--- config.mk ---
export PLATFORM = sky130hd
export DESIGN_NAME = gdc_pipe_ctrl
export DESIGN_NICKNAME = d
export VERILOG_FILES = /design/src/sv/gdc_pkg.sv /design/src/sv/gdc_pipe_ctrl.sv
export SDC_FILE = /design/constraint.sdc
export NUM_CORES = 1
export LEC_CHECK = 0
export BUFFER_PORTS_ARGS = -buffer_cell sky130_fd_sc_hd__buf_2
export CORE_ASPECT_RATIO = 0.7
export CORE_MARGIN = 5
export CORE_UTILIZATION = 40
export CTS_CLUSTER_DIAMETER = 150
export CTS_CLUSTER_SIZE = 12
export DETAILED_ROUTE_END_ITERATION = 16
export HOLD_SLACK_MARGIN = 0.02
export PLACE_DENSITY_LB_ADDON = 0.05
export SETUP_SLACK_MARGIN = 0.15
export SYNTH_ARGS = -nofsm -noshare
export SYNTH_HDL_FRONTEND = slang
export SYNTH_SLANG_ARGS = --single-unit
export TNS_END_PERCENT = 50
--- constraint.sdc ---
create_clock -name clk -period 2.5 [get_ports clk]
set_input_delay 0.625 -clock clk [delete_from_list [all_inputs] [get_ports clk]]
set_output_delay 0.625 -clock clk [all_outputs]
set_load 0.1 [all_outputs]
--- src/sv/gdc_pkg.sv ---
// shared types, constants and helpers of the gamepad deadzone conditioner
package gdc_pkg;

    localparam int AXIS_W     = 16;
    localparam int TRIG_W     = 8;
    localparam int BTN_W      = 16;
    localparam int OUT_W      = 16;
    localparam int FLAG_W     = 8;
    localparam int DZ_W       = 15;
    localparam int THR_W      = 8;
    localparam int CFG_IDX_W  = 2;
    localparam int CFG_DATA_W = 15;

    localparam int MAG_W  = AXIS_W + 1;
    localparam int AX2_W  = 2 * MAG_W - 3;
    localparam int DZ2_W  = 2 * DZ_W;
    localparam int SQ_W   = 32;
    localparam int FRAC_W = 8;
    localparam int D_W    = DZ_W + FRAC_W;
    localparam int NX_W   = 2 * MAG_W;

    localparam int ROOT_W         = 24;
    localparam int SQRT_REM_W     = ROOT_W + 3;
    localparam int SQRT_STEPS     = 24;
    localparam int SQRT_PER_STAGE = 4;
    localparam int SQRT_STAGES    = (SQRT_STEPS + SQRT_PER_STAGE - 1) / SQRT_PER_STAGE;

    localparam int DIV_NUM_W     = 48;
    localparam int DIV_DEN_W     = 32;
    localparam int DIV_Q_W       = 17;
    localparam int DIV_PER_STAGE = 4;
    localparam int DIV_STAGES    = (DIV_Q_W + DIV_PER_STAGE - 1) / DIV_PER_STAGE;

    // stage positions along the pipeline
    localparam int P_ABS      = 0;
    localparam int P_SUM      = 1;
    localparam int P_SQRT     = 2;
    localparam int P_DIFF     = P_SQRT + SQRT_STAGES;
    localparam int P_SQR      = P_DIFF + 1;
    localparam int P_NDIV     = P_SQR + 1;
    localparam int P_SCALE    = P_NDIV + DIV_STAGES;
    localparam int P_VDIV     = P_SCALE + 1;
    localparam int P_OUT      = P_VDIV + DIV_STAGES;
    localparam int NUM_STAGES = P_OUT + 1;
    localparam int P_TDIV     = 1;

    localparam logic [OUT_W-1:0]  Q15_ONE   = 16'h8000;
    localparam logic [DZ_W-1:0]   MAX_MAG   = 15'h7fff;
    localparam logic [TRIG_W-1:0] TRIG_FULL = 8'hff;

    localparam logic [DZ_W-1:0]  LEFT_DZ_RST  = 15'd7849;
    localparam logic [DZ_W-1:0]  RIGHT_DZ_RST = 15'd8689;
    localparam logic [THR_W-1:0] THR_RST      = 8'd30;

    typedef enum logic [CFG_IDX_W-1:0] {
        REG_LEFT_DZ  = 2'd0,
        REG_RIGHT_DZ = 2'd1,
        REG_TRIG_THR = 2'd2
    } cfg_reg_t;

    function automatic logic [OUT_W-1:0] sat_q15(input logic [DIV_Q_W-1:0] q);
        sat_q15 = (q > DIV_Q_W'(Q15_ONE)) ? Q15_ONE : q[OUT_W-1:0];
    endfunction

endpackage

--- src/sv/gdc_pipe_ctrl.sv ---
// stage valid bits and per-stage load enables with bubble collapsing
module gdc_pipe_ctrl import gdc_pkg::*; (
    input  logic                  clk,
    input  logic                  rst_n,
    input  logic                  in_valid,
    input  logic                  out_ready,
    output logic                  in_ready,
    output logic                  out_valid,
    output logic [NUM_STAGES-1:0] en
);

    logic [NUM_STAGES-1:0] valid_reg;
    logic [NUM_STAGES-1:0] valid_next;
    logic [NUM_STAGES-1:0] rdy;

    always_comb
    begin
        rdy[NUM_STAGES-1] = !valid_reg[NUM_STAGES-1] || out_ready;
        for (int i = NUM_STAGES - 2; i >= 0; i--)
        begin
            rdy[i] = !valid_reg[i] || rdy[i+1];
        end
        valid_next[0] = rdy[0] ? in_valid : valid_reg[0];
        for (int i = 1; i < NUM_STAGES; i++)
        begin
            valid_next[i] = rdy[i] ? valid_reg[i-1] : valid_reg[i];
        end
    end

    always_ff @(posedge clk or negedge rst_n)
    begin
        if (!rst_n)
        begin
            valid_reg <= '0;
        end
        else
        begin
            valid_reg <= valid_next;
        end
    end

    assign en        = rdy;
    assign in_ready  = rdy[0];
    assign out_valid = valid_reg[NUM_STAGES-1];

endmodule

* After elaboration in Yosys (flattened, before gate mapping)
Cells that the tools add are included.
** Operators by class
- Reduce and logical (&&, ||, !) cells :: 44
** Operator list (number)
- $logic_not A1 Y1 :: 22
- $logic_or A1 B1 Y1 :: 22
** Storage, ports and cells
- Register bits :: 22
- Output and inout port bits :: 24

* Logic depth before layout (Yosys ltp)
- Word-level depth :: 23
- Depth in mapped cells :: 6
- Gate-level depth less buffers :: 3

* Least setup slack after synthesis
No wires, ideal clock.
- Kind :: register to output
- Start :: register valid_reg[21]
- End :: output en[0]
- Data arrival time :: 3.464 ns
- Slack :: -1.589 ns
- Stages on the path, launching flop included :: 6
- Path buffers :: 2
- Cell sequence :: dfrtp_1 > nand3b_4 > nor4b_4 > buf_6 > nand3_1 > buf_4
** Between the ends
- Cells in the longest elaborated chain, start to end :: 23
** RTL lines
- start, declared :: line gdc_pipe_ctrl.sv:12 : logic [NUM_STAGES-1:0] valid_reg;
- start signal, assigned :: line gdc_pipe_ctrl.sv:38 : valid_reg <= valid_next;
- $logic_not A1 Y1 :: line gdc_pipe_ctrl.sv:18 : rdy[NUM_STAGES-1] = !valid_reg[NUM_STAGES-1] || out_ready;
- $logic_or A1 B1 Y1 :: line gdc_pipe_ctrl.sv:18
- $logic_or A1 B1 Y1 :: line gdc_pipe_ctrl.sv:21 : rdy[i] = !valid_reg[i] || rdy[i+1];
- named net en[20] :: line gdc_pipe_ctrl.sv:9 : output logic [NUM_STAGES-1:0] en
- $logic_or A1 B1 Y1 (20 in a row) :: line gdc_pipe_ctrl.sv:21
- end, declared :: line gdc_pipe_ctrl.sv:9
The timed path passes the listed nets, and every way through them passes these cells.

* Final worst setup path
- Start :: input out_ready
- End :: output en[2]
** Between the ends
- Cells in the longest elaborated chain, start to end :: 20
** RTL lines
- start, declared :: line gdc_pipe_ctrl.sv:6 : input logic out_ready,
- $logic_or A1 B1 Y1 :: line gdc_pipe_ctrl.sv:18
- $logic_or A1 B1 Y1 (19 in a row) :: line gdc_pipe_ctrl.sv:21
Every way passes these cells.

==> impl_results.md <==
* Number of flops mapped to enable cells by yosys at 0
* Die Area at 3630 µm²
* R2R depth at 5
* Critical setup path kind: in -> out
* Core box area at 2440 µm²
* Min Tclk post-route at 2.388 ns
* Largest register FFs at 22
* Max Cap Violations at 0
* Pint at 569.7 µW
* Largest net degree at the start of global routing at 23
* Vias in the first global route at 748
* Routed vias at 818
* Most frequent cell after synthesis: dfrtp_1
* Clk pin slew, worst setup/hold paths at 0.12 ns
* DR iter-0 viols at 44
* Clk_skew at 0.004721 ns
* Worst-Margin Slew at 0.4785 ns
* Startpoint types: primary input
* # setup viols final at 0
* HPWL after DPL at 1414 µm
* Placed instance area at 1242 µm²
* Slew margin rel. at 68.10%
* Inserted Clock Buffers at 3
* Design area at 1428 µm²
* ANT cells at 0
* Period utilization at 95.52%
* # rows at 15
* Initial antenna violation count at 0
* Status: complete, no violations
* Syn Nets at 89
* Critical path buffers and inverters at 3
* Register area share after synthesis at 54.79%
* Switching share of power at 40.30%
* Crit path depth at 6
* Library cells used by synthesis at 25
* Critical Path Source: out_ready
* TNS Setup at 0 ns
* R2r setup slk at 1.04 ns
* Cell mode on critical path: buf_12
* TritonCTS clock tree: yes
* Mapped cell area at 1005 µm²
* Clk sinks at 22
* First-pass GRT wire length at 3553 µm
* GR Util All Layers at 12.57%
* FF+latch count, synth at 22
* Final hold viol count at 0
* Crit path capture: en[2]
* CP max FO at 7
* Crit-path cells: buf_2 > nand3b_4 > nor4b_4 > buf_12 > nand4_1 > buf_12
* Max IR drop VDD at 0.3752 mV
* Share of cells above drive strength 1 at 54.40%
* CP max stage cell: nor4b_4
* H-tree levels at 1
* Clk buf depth at 2
* Cell taking the most area after synthesis: dfrtp_1
* # port buffers at 27
* Clock Latency Late Sink at 0.31 ns
* CP required at 1.88 ns
* WL per Instance at 13.40 µm
* Syn_area_per_cell at 11.82 µm²
* RSZ-0062 raised after global routing: yes
* Combinational share of power at 35.8%
* RR Startpoint: valid_reg[21]
* Die Width at 69.90 µm
* Die height at 51.93 µm
* Synth top cells by count: dfrtp_1, nand3_1, a31o_2, nand2_1, nand4_1
* CP arrival at 1.76 ns
* CP endpoint kind: output port
* Top cell type's share of synthesized area at 54.79%
* DR pass1 iterations at 4
* Initial core utilization at 41.18%
* Fin nets at 130
* Largest cells by area after synthesis: dfrtp_1, a31o_2, nand3_1
* Max stage delay on crit path at 0.36 ns
* Post-Syn Instances at 85
* Fmax at 418.8 MHz
* P per Cell Area at 668.5 nW/µm²
* Worst path top cell family by delay: simple AND/OR/NAND/NOR gates
* Drt drc at 0
* Clock group share of total power at 20.2%
* CTS hold repair buffers at 0
* CTS root buffer: clkbuf_4
* Antenna viol nets, final at 0
* Top_reg_cell synth: dfrtp_1
* I/O Pins at 28
* RePlAce Congestion at 0.6951
* Post-DR vias/cell at 5.145
* Final wirelength at 2131 µm
* Area Overhead vs Synth at 42.09%
* Overall power at 954.4 µW
* Ys async rst share at 100.0%
* Worst hold path type: in -> async
* Yosys warning total at 0
* Final Max Slew Viols at 0
* Power share of the sequential group at 44.0%
* Pleak at 0.6263 nW
* Remaining Overflow, GRT at 0
* Net Switching at 384.6 µW
* Reg2reg end: valid_reg[4]
-- routing by layer --
| metal | routed length, µm | track usage, % |
|---|---|---|
| met3 | 140 | 5.598 |
| met2 | 909 | 18.65 |
| met4 | 21 | 2.866 |
| met1 | 1060 | 16.83 |
| met5 | 0 | 0 |
-- cells in the final DEF, fill, tap and decap left out, types with 2 or more instances in the layout --
cell / synthesis / layout
buf_4: 1 / 16
clkbuf_4: 0 / 3
nand3_4: 0 / 2
buf_12: 0 / 3
nand2_1: 5 / 5
a21o_1: 3 / 3
buf_2: 4 / 16
dfrtp_1: 22 / 20
or2_2: 2 / 2
inv_1: 3 / 3
a31o_2: 7 / 7
buf_6: 1 / 6
nor2_2: 2 / 2
a31o_1: 2 / 2
and3_1: 2 / 2
a41o_1: 3 / 3
nand2b_1: 4 / 4
nand3_1: 10 / 8
nand4_1: 5 / 5
-- layout make-up --
cell class / count / area [µm²]
clock buffer: 4 / 36.28
fill: 232 / 1012
inverter: 3 / 11.26
multi-input combinational: 54 / 429.2
sequential: 22 / 555.5
tap: 34 / 42.54
timing repair buffer: 42 / 352.8
-- what timing repair did --
item	CTS	global route
cloned	0	2
buffers inserted	2	5
resized for setup	18	4
setup endpoints to repair	13	16
-- logic make-up after synthesis --
family	count (synthesis)	share of synthesized area, %
AO/OA/AOI/OAI	17	15.07
AND/OR/NAND/NOR	37	25.16
buffers and inverters	9	4.982
flip-flops	22	54.79
-- power by group through the flow --
stage,Sequential (mW),Clock [mW],Combinational (mW)
global route,0.424,0.223,0.359
global placement,0.429,0,0.324
floorplan,0.432,0,0.252
detailed placement,0.429,0,0.326
finish,0.420,0.193,0.342
CTS,0.421,0.206,0.330
-- metrics by stage --
step | util [%] | hold slack [ns] | std cells | setup WS (ns)
floorplan | - | 0.3294 | 85 | -0.6686
global placement | 50.92 | 0.4514 | 146 | 0.08953
detailed placement | 50.92 | 0.4499 | 146 | 0.07088
CTS | 55.08 | 0.2612 | 152 | 0.1381
global route | 58.51 | 0.2780 | 159 | 0.03560
finish | 58.51 | 0.2507 | 159 | 0.1120
-- worst min path at each step --
stage / slack, ns / to / cells after the start / start
after detailed placement: 0.45 / valid_reg[15] / 1 / valid_reg[14]
final: 0.25 / valid_reg[16] / 1 / rst_n
after global routing: 0.28 / valid_reg[1] / 1 / rst_n
after CTS: 0.26 / valid_reg[9] / 1 / rst_n
after global placement: 0.45 / valid_reg[4] / 1 / valid_reg[3]
after floorplan: 0.33 / valid_reg[0] / 0 / rst_n
(Power assumes the default switching activity.)
