[src/sv/gdc_pkg.sv]
// shared types, constants and helpers of the gamepad deadzone conditioner
package gdc_pkg;

    localparam int AXIS_W     = 16;
    localparam int TRIG_W     = 8;
    localparam int BTN_W      = 16;
    localparam int OUT_W      = 16;
    localparam int FLAG_W     = 8;
    localparam int DZ_W       = 15;
    localparam int THR_W      = 8;
    localparam int CFG_IDX_W  = 2;
    localparam int CFG_DATA_W = 15;

    localparam int MAG_W  = AXIS_W + 1;
    localparam int AX2_W  = 2 * MAG_W - 3;
    localparam int DZ2_W  = 2 * DZ_W;
    localparam int SQ_W   = 32;
    localparam int FRAC_W = 8;
    localparam int D_W    = DZ_W + FRAC_W;
    localparam int NX_W   = 2 * MAG_W;

    localparam int ROOT_W         = 24;
    localparam int SQRT_REM_W     = ROOT_W + 3;
    localparam int SQRT_STEPS     = 24;
    localparam int SQRT_PER_STAGE = 4;
    localparam int SQRT_STAGES    = (SQRT_STEPS + SQRT_PER_STAGE - 1) / SQRT_PER_STAGE;

    localparam int DIV_NUM_W     = 48;
    localparam int DIV_DEN_W     = 32;
    localparam int DIV_Q_W       = 17;
    localparam int DIV_PER_STAGE = 4;
    localparam int DIV_STAGES    = (DIV_Q_W + DIV_PER_STAGE - 1) / DIV_PER_STAGE;

    // stage positions along the pipeline
    localparam int P_ABS      = 0;
    localparam int P_SUM      = 1;
    localparam int P_SQRT     = 2;
    localparam int P_DIFF     = P_SQRT + SQRT_STAGES;
    localparam int P_SQR      = P_DIFF + 1;
    localparam int P_NDIV     = P_SQR + 1;
    localparam int P_SCALE    = P_NDIV + DIV_STAGES;
    localparam int P_VDIV     = P_SCALE + 1;
    localparam int P_OUT      = P_VDIV + DIV_STAGES;
    localparam int NUM_STAGES = P_OUT + 1;
    localparam int P_TDIV     = 1;

    localparam logic [OUT_W-1:0]  Q15_ONE   = 16'h8000;
    localparam logic [DZ_W-1:0]   MAX_MAG   = 15'h7fff;
    localparam logic [TRIG_W-1:0] TRIG_FULL = 8'hff;

    localparam logic [DZ_W-1:0]  LEFT_DZ_RST  = 15'd7849;
    localparam logic [DZ_W-1:0]  RIGHT_DZ_RST = 15'd8689;
    localparam logic [THR_W-1:0] THR_RST      = 8'd30;

    typedef enum logic [CFG_IDX_W-1:0] {
        REG_LEFT_DZ  = 2'd0,
        REG_RIGHT_DZ = 2'd1,
        REG_TRIG_THR = 2'd2
    } cfg_reg_t;

    function automatic logic [OUT_W-1:0] sat_q15(input logic [DIV_Q_W-1:0] q);
        sat_q15 = (q > DIV_Q_W'(Q15_ONE)) ? Q15_ONE : q[OUT_W-1:0];
    endfunction

endpackage

[src/sv/gdc_div.sv]
// pipelined restoring divider with a short quotient
module gdc_div import gdc_pkg::*; (
    input  logic                  clk,
    input  logic [DIV_STAGES-1:0] en,
    input  logic [DIV_NUM_W-1:0]  num,
    input  logic [DIV_DEN_W-1:0]  den,
    output logic [DIV_Q_W-1:0]    quo
);

    typedef struct packed {
        logic [DIV_DEN_W:0]   rem;
        logic [DIV_Q_W-1:0]   low;
        logic [DIV_Q_W-1:0]   q;
        logic [DIV_DEN_W-1:0] den;
    } div_st_t;

    div_st_t st_reg  [DIV_STAGES];
    div_st_t st_next [DIV_STAGES];
    div_st_t st_in   [DIV_STAGES];

    always_comb
    begin
        div_st_t cur;
        st_in[0].rem = (DIV_DEN_W+1)'(num[DIV_NUM_W-1:DIV_Q_W]);
        st_in[0].low = num[DIV_Q_W-1:0];
        st_in[0].q   = '0;
        st_in[0].den = den;
        for (int s = 1; s < DIV_STAGES; s++)
        begin
            st_in[s] = st_reg[s-1];
        end
        for (int s = 0; s < DIV_STAGES; s++)
        begin
            cur = st_in[s];
            for (int k = 0; k < DIV_PER_STAGE; k++)
            begin
                if (s * DIV_PER_STAGE + k < DIV_Q_W)
                begin
                    cur.rem = {cur.rem[DIV_DEN_W-1:0], cur.low[DIV_Q_W-1]};
                    cur.low = cur.low << 1;
                    if (cur.rem >= {1'b0, cur.den})
                    begin
                        cur.rem = cur.rem - {1'b0, cur.den};
                        cur.q   = {cur.q[DIV_Q_W-2:0], 1'b1};
                    end
                    else
                    begin
                        cur.q = {cur.q[DIV_Q_W-2:0], 1'b0};
                    end
                end
            end
            st_next[s] = cur;
        end
    end

    always_ff @(posedge clk)
    begin
        for (int s = 0; s < DIV_STAGES; s++)
        begin
            if (en[s])
            begin
                st_reg[s] <= st_next[s];
            end
        end
    end

    assign quo = st_reg[DIV_STAGES-1].q;

endmodule

[src/sv/gdc_trig.sv]
// trigger difference lane: deadband, scaling to Q1.15, sign split
module gdc_trig import gdc_pkg::*; (
    input  logic                  clk,
    input  logic [NUM_STAGES-1:0] en,
    input  logic [THR_W-1:0]      threshold,
    input  logic [TRIG_W-1:0]     left_raw,
    input  logic [TRIG_W-1:0]     right_raw,
    output logic [OUT_W-1:0]      positive,
    output logic [OUT_W-1:0]      negative
);

    localparam int TD_W = TRIG_W + 2;

    typedef struct packed {
        logic               pos;
        logic               neg;
        logic [DIV_Q_W-1:0] q;
    } trig_line_t;

    trig_line_t line_reg  [P_OUT];
    trig_line_t line_next [P_OUT];

    logic [THR_W-2:0]        half;
    logic signed [TD_W-1:0]  delta;
    logic signed [TD_W-1:0]  hs;
    logic signed [TD_W-1:0]  adj;
    logic signed [TD_W-1:0]  mag_abs;
    logic [TRIG_W-1:0]       mag_reg;
    logic [TRIG_W-1:0]       tden;
    logic [DIV_Q_W-1:0]      quo;
    logic [OUT_W-1:0]        mag_sat;
    logic [OUT_W-1:0]        positive_reg;
    logic [OUT_W-1:0]        negative_reg;

    assign half  = threshold[THR_W-1:1];
    assign delta = $signed({2'b00, right_raw}) - $signed({2'b00, left_raw});
    assign hs    = $signed(TD_W'(half));

    always_comb
    begin
        if (delta < hs && delta > -hs)
        begin
            adj = '0;
        end
        else if (delta < 0)
        begin
            adj = delta + hs;
        end
        else
        begin
            adj = delta - hs;
        end
    end

    assign mag_abs = adj[TD_W-1] ? -adj : adj;
    assign tden    = TRIG_FULL - TRIG_W'(half);

    always_comb
    begin
        line_next[0].pos = !adj[TD_W-1] && (adj != '0);
        line_next[0].neg = adj[TD_W-1];
        line_next[0].q   = '0;
        for (int i = 1; i < P_OUT; i++)
        begin
            line_next[i] = line_reg[i-1];
        end
        line_next[P_TDIV+DIV_STAGES].q = quo;
    end

    always_ff @(posedge clk)
    begin
        for (int i = 0; i < P_OUT; i++)
        begin
            if (en[i])
            begin
                line_reg[i] <= line_next[i];
            end
        end
        if (en[0])
        begin
            mag_reg <= mag_abs[TRIG_W-1:0];
        end
        if (en[P_OUT])
        begin
            positive_reg <= line_reg[P_OUT-1].pos ? mag_sat : '0;
            negative_reg <= line_reg[P_OUT-1].neg ? mag_sat : '0;
        end
    end

    gdc_div u_tdiv (
        .clk (clk),
        .en  (en[P_TDIV +: DIV_STAGES]),
        .num (DIV_NUM_W'({mag_reg, {(OUT_W-1){1'b0}}})),
        .den (DIV_DEN_W'(tden)),
        .quo (quo)
    );

    assign mag_sat  = sat_q15(line_reg[P_OUT-1].q);
    assign positive = positive_reg;
    assign negative = negative_reg;

endmodule

[config.mk]
export PLATFORM = sky130hd
export DESIGN_NAME = gdc_trig
export DESIGN_NICKNAME = d
export VERILOG_FILES = /design/src/sv/gdc_pkg.sv /design/src/sv/gdc_div.sv /design/src/sv/gdc_trig.sv
export SDC_FILE = /design/constraint.sdc
export NUM_CORES = 1
export LEC_CHECK = 0
export BUFFER_PORTS_ARGS = -buffer_cell sky130_fd_sc_hd__clkbuf_2
export CORE_MARGIN = 5
export CORE_UTILIZATION = 60
export CTS_CLUSTER_DIAMETER = 40
export DETAILED_ROUTE_END_ITERATION = 8
export PLACE_DENSITY = 0.73
export RECOVER_POWER = 100
export SLEW_MARGIN = 10
export SYNTH_ARGS = -nofsm -noshare
export SYNTH_HDL_FRONTEND = slang
export SYNTH_SLANG_ARGS = --single-unit
[constraint.sdc]
create_clock -name clk -period 25.8 [get_ports clk]
set_input_delay 5.16 -clock clk [delete_from_list [all_inputs] [get_ports clk]]
set_output_delay 5.16 -clock clk [all_outputs]
set_load 0.005 [all_outputs]
=== Word level (Yosys, flattened, before mapping) ===
Memory sizes are Yosys's and may differ from the RTL's.
Cells that the tools add are included.

* Register bits: 40
* Bits in writable memories: 889
* Bits of input ports: 47
* Output and inout bits: 32
* Logic and storage cells: 133
* Memories kept: 2

{| class="wikitable"
|+ Memories
! name !! depth !! width !! rd ports !! clocked after memory_dff !! wr ports !! line !! source
|-
| u_tdiv.st_reg || 5 || 98 || 5 || 0 || 5 || gdc_div.sv:17 || <nowiki>div_st_t st_reg [DIV_STAGES];</nowiki>
|-
| line_reg || 21 || 19 || 21 || 0 || 21 || gdc_trig.sv:20 || <nowiki>trig_line_t line_reg [P_OUT];</nowiki>
|}

* Add/sub/neg operators: 23
* $lt $le $gt $ge: 21
* Multiplexer cells: 80
* Reductions and logical operators: 4

{| class="wikitable"
|+ Operators by type and width
! operator !! count
|-
| 33-bit by 32-bit >= comparator with 1-bit output || 13
|-
| 32-bit two-way mux || 12
|-
| 32-bit subtractor || 9
|-
| 33-bit two-way mux || 5
|-
| 33-bit by 32-bit subtractor with 33-bit output || 4
|-
| 33-bit by 8-bit >= comparator with 1-bit output || 3
|-
| 32-bit by 8-bit subtractor with 32-bit output || 2
|-
| 1-bit two-way mux || 59
|-
| 33-bit by 8-bit subtractor with 33-bit output || 1
|-
| 10-bit two-way mux || 2
|-
| 17-bit by 16-bit > comparator with 1-bit output, second input constant || 1
|-
| 16-bit two-way mux || 1
|-
| 9-bit by 8-bit adder with 10-bit output || 1
|-
| 9-bit by 10-bit > comparator with 1-bit output || 1
|-
| 7-bit negation with 10-bit output || 1
|-
| 10-bit nonzero test || 1
|-
| 9-bit by 8-bit subtractor with 10-bit output || 1
|-
| 9-bit by 1-bit < comparator with 1-bit output, second input constant || 1
|-
| 9-bit by 8-bit < comparator with 1-bit output || 1
|-
| 7-bit by 8-bit subtractor with 9-bit output || 1
|-
| 8-bit by 8-bit subtractor with 9-bit output || 1
|-
| 7-bit by 8-bit >= comparator with 1-bit output || 1
|-
| 8-bit two-way mux || 1
|-
| 8-bit negation || 1
|-
| other kinds (3) || 4
|}

=== Logic depth before layout (Yosys ltp) ===
* Depth after elaboration: 9
* Gate-level depth with buffers: 62
* Mapped depth without buffers: 53

=== Modules after synthesis ===
A second synthesis with hierarchy kept.

* Cells, all modules: 5539
* Area total of the unflattened synthesis: 54786.3 sq um

{| class="wikitable"
|+ By module, submodules not included
! module !! instances !! cells each !! area each (sq um) !! seq. area each (sq um)
|-
| gdc_div || 1 || 4904 || 42572.1 || 10239.8
|-
| gdc_trig || 1 || 635 || 12214.2 || 10119.7
|}

=== Worst setup path before layout ===
OpenSTA, ideal clock, no wires.

* Kind: input to register
* From: input threshold[1]
* To: memory u_tdiv.st_reg[0][70] in the netlist's numbering, data pin
* Library setup time: 0.269 ns
* Data arrival time: 12.094 ns
* Data required time: 25.531 ns
* Path slack: 13.436 ns
* Cell stages on the path: 37
* Path buffers: 4
* Cells stage by stage: clkbuf_1 -> inv_1 -> ha_1 -> nor2b_1 -> o21ai_0 -> a21boi_0 -> o21ai_0 -> nand2b_1 -> a21o_1 -> a21o_1 -> a21oi_1 -> clkbuf_1 -> nand2_1 -> o21ai_0 -> ha_1 -> a21o_1 -> a21oi_1 -> o21bai_1 -> a21oi_1 -> o21bai_1 -> a21oi_1 -> o21ai_0 -> nor3_1 -> clkinv_1 -> nand2_1 -> nand2_1 -> ha_1 -> a21oi_1 -> o21bai_1 -> a21oi_1 -> o21bai_1 -> a21oi_1 -> nor2_1 -> nor4bb_1 -> clkbuf_1 -> clkbuf_1 -> o21ai_0

{| class="wikitable"
|+ RTL lines
! element !! line !! source
|-
| from (decl) || gdc_trig.sv:5 || <nowiki>input logic [THR_W-1:0] threshold,</nowiki>
|-
| to (decl) || gdc_div.sv:17 ||
|}

==> results.toml <==
[yosys]
synth.ff_latch_count = 530
ys_seq_area_share_pct = 47.96
synthCells = 3174
synth_edf_count = 530
synth_area_per_cell_um2 = 10.45
synth.area.mux_share_pct = 1.252
ys_types = 109
yosys.area_share.adder_pct = 5.649
ys_async_sr_fraction_pct = 0
synth_xor_area_share_pct = 7.436
synth_compound_gate_area_share_pct = 15.33
syn_area_mm2 = 0.03318
synth-simple-area-share_pct = 19.59
ys.flop_type = "edfxtp_1"
synth_nets = 3366
yosysWarnings = 0
synth_top_family_by_area = "simple AND/OR/NAND/NOR gates"

[cts]
htreeDepth = 2
cts-root-buf = "clkbuf_16"
cts_sinks = 530
worstSkewPairLatency_ns = 0.66
tritoncts.num_buffers = 61
cts_resized = 0
cts_tree = "yes"
hold_buffers = 0
clk_pin_slew_ns = 0.07
cts_setup_buffers = 0
cts_max_path_buffers = 3

[power]
p_comb_share_pct = 53.2
power.share.clock_pct = 19.0
p_int_w = 0.002610
ir_drop_v = 0.00009183
p_sw_share_pct = 43.69
total_power_w = 0.004635
p_leak_nw = 13.03
seq_power_share_pct = 27.8
p_per_area_mw_per_mm2 = 128.1
switching_power_w = 0.002025

[routing]
drc = 0
num_vias = 25372
first_pass_iters = 5
routed_wl_mm = 80.96
routed_via_density = 6.282
drtIter0Drc = 1957
ant_nets = 0
wire_per_inst_um = 20.04

[timing]
hold_ws_ns = 0.3790
post-route-min-period_ns = 17.41
hold_violations = 0
rsz0062_at_grt = "no"
setup-violations-final = 0
fin_crit_sh_pct = 67.48
relSlewSlack_pct = -105.1
max_freq_mhz = 57.44
fin_worst_skew_ns = 0.04582
drv_slew = 245
setup_tns_ns = 0
worstMarginPinSlew_ns = 3.076

[critical_path]
critPathRequiredTime_ns = 26.14
worstSetupEndpointType = "flip-flop"
critPathMaxFanout = 21
crit_type = "flip-flop to flip-flop"
start_kind = "flip-flop"
cp_slowest_stage_delay_ns = 1.49
cp_slowest_cell = "a2111oi_0"
worst_ep_arrival_time_ns = 17.75

[grt]
grt_use_total_pct = 26.34
first_global_vias = 24830
grt_max_degree = 57
antenna_found_initial = 1
grt_pass1_wl_mm = 129.8
grt-ovfl-total = 0

[cells_and_area]
final_cells = 4039
synthToLayoutAreaGrowth_pct = 9.069
layout_commonest_cell = "edfxtp_1"
diodes = 0
fin_area_mm2 = 0.03619
layout.nets = 3430
largest_register_ffs = 282
layout_common_cells = "530 x edfxtp_1, 275 x nor2_1, 223 x nand2_1, 160 x xnor2_1, 152 x a21oi_1"
drive_gt1_share_pct = 7.232

[placed_design]
gp_congestion = 0.9222
place_area_mm2 = 0.03417
dp.cells = 3923
dp_hpwl_mm = 60.18
portBuffers = 77

[hold_path]
hold_class = "flip-flop to flip-flop"

[status]
violations = "capacitance limit, slew limit"
status = "finished with violations"

[die]
ios = 79
die_h_um = 245.2
die_area_mm2 = 0.06011
num_rows = 86
die_x_um = 245.2
initial_utilization_pct = 60.35
core_mm2 = 0.05499

[job]
cap_violations = 6
[cells in the mapped netlist (56+ instances only)]
cell type  number  area (um2)
a21o_1         66       495.5
a21oi_1       152       760.7
and2_1         57       356.6
clkbuf_1       56       210.2
edfxtp_1      530       15920
ha_1          137        1714
inv_1         107       401.6
nand2_1       223       837.1
nand3_1       116       580.6
nand4_1        57       356.6
nor2_1        275        1032
nor3_1        107       535.5
nor4_1         66       412.9
o21ai_0       141       705.7
xnor2_1       160        1401
xor2_1        118        1033
[power by group through the flow]
stage / clock, W / sequential [W] / combinational, W
floorplan: 0 / 0.00124 / 0.00192
global placement: 0 / 0.00130 / 0.00235
CTS: 0.000903 / 0.00129 / 0.00243
detailed placement: 0 / 0.00130 / 0.00241
finish: 0.000882 / 0.00129 / 0.00246
global route: 0.000945 / 0.00130 / 0.00272
[cells by family after synthesis]
kind of cell,count (synthesis)
AO/OA/AOI/OAI,743
XOR/XNOR,280
adder cells (fa/ha/maj),145
buffers and inverters,212
flip-flops,530
multiplexers,39
AND/OR/NAND/NOR,1225
[final timing paths]
check / from / to / slack (ns) / cells after the start
setup / recovery: u_tdiv.st_reg[0][1] / u_tdiv.st_reg[0][182] / 8.39 / 52
hold / removal: line_reg[1][44] / line_reg[1][63] / 0.38 / 0
setup reg to reg: u_tdiv.st_reg[0][1] / u_tdiv.st_reg[0][182] / 8.39 / 52
hold reg to reg: line_reg[1][44] / line_reg[1][63] / 0.38 / 0
[per-layer routing]
layer	track usage, %	up-vias	wire (um)
li1	-	12248	-
met1	34.34	12196	34290
met2	46.81	759	40430
met3	2.668	167	3938
met4	8.020	2	2283
met5	0	-	13
[worst max-delay path, delay by kind of cell (launching register included)]
kind	cells	cell delay (ns)
xor+xnor	1	0.09
buf+inv	6	2.63
fa+ha+maj	4	1.39
simple gates	21	6.52
compound gates	19	5.46
flops	1	0.43
mux	1	0.54
[cell type report]
cell class                 count  area (um2)
fill                        4206       18790
multi-input combinational   2432       16310
sequential                   530       15920
clock buffer                  64        1538
tap                          748       935.9
clock inverter                52       610.6
timing repair buffer          96       444.2
inverter                     117       440.4
[through the flow]
stage	utilization, %	setup slack [ns]
6_report	65.82	8.391
5_1_grt	65.82	6.824
4_1_cts	66.06	11.01
3_5_place_dp	62.15	11.06
3_3_place_gp	62.15	11.44
2_1_floorplan	-	13.44
Note: power is estimated with default switching activity, not from simulation.
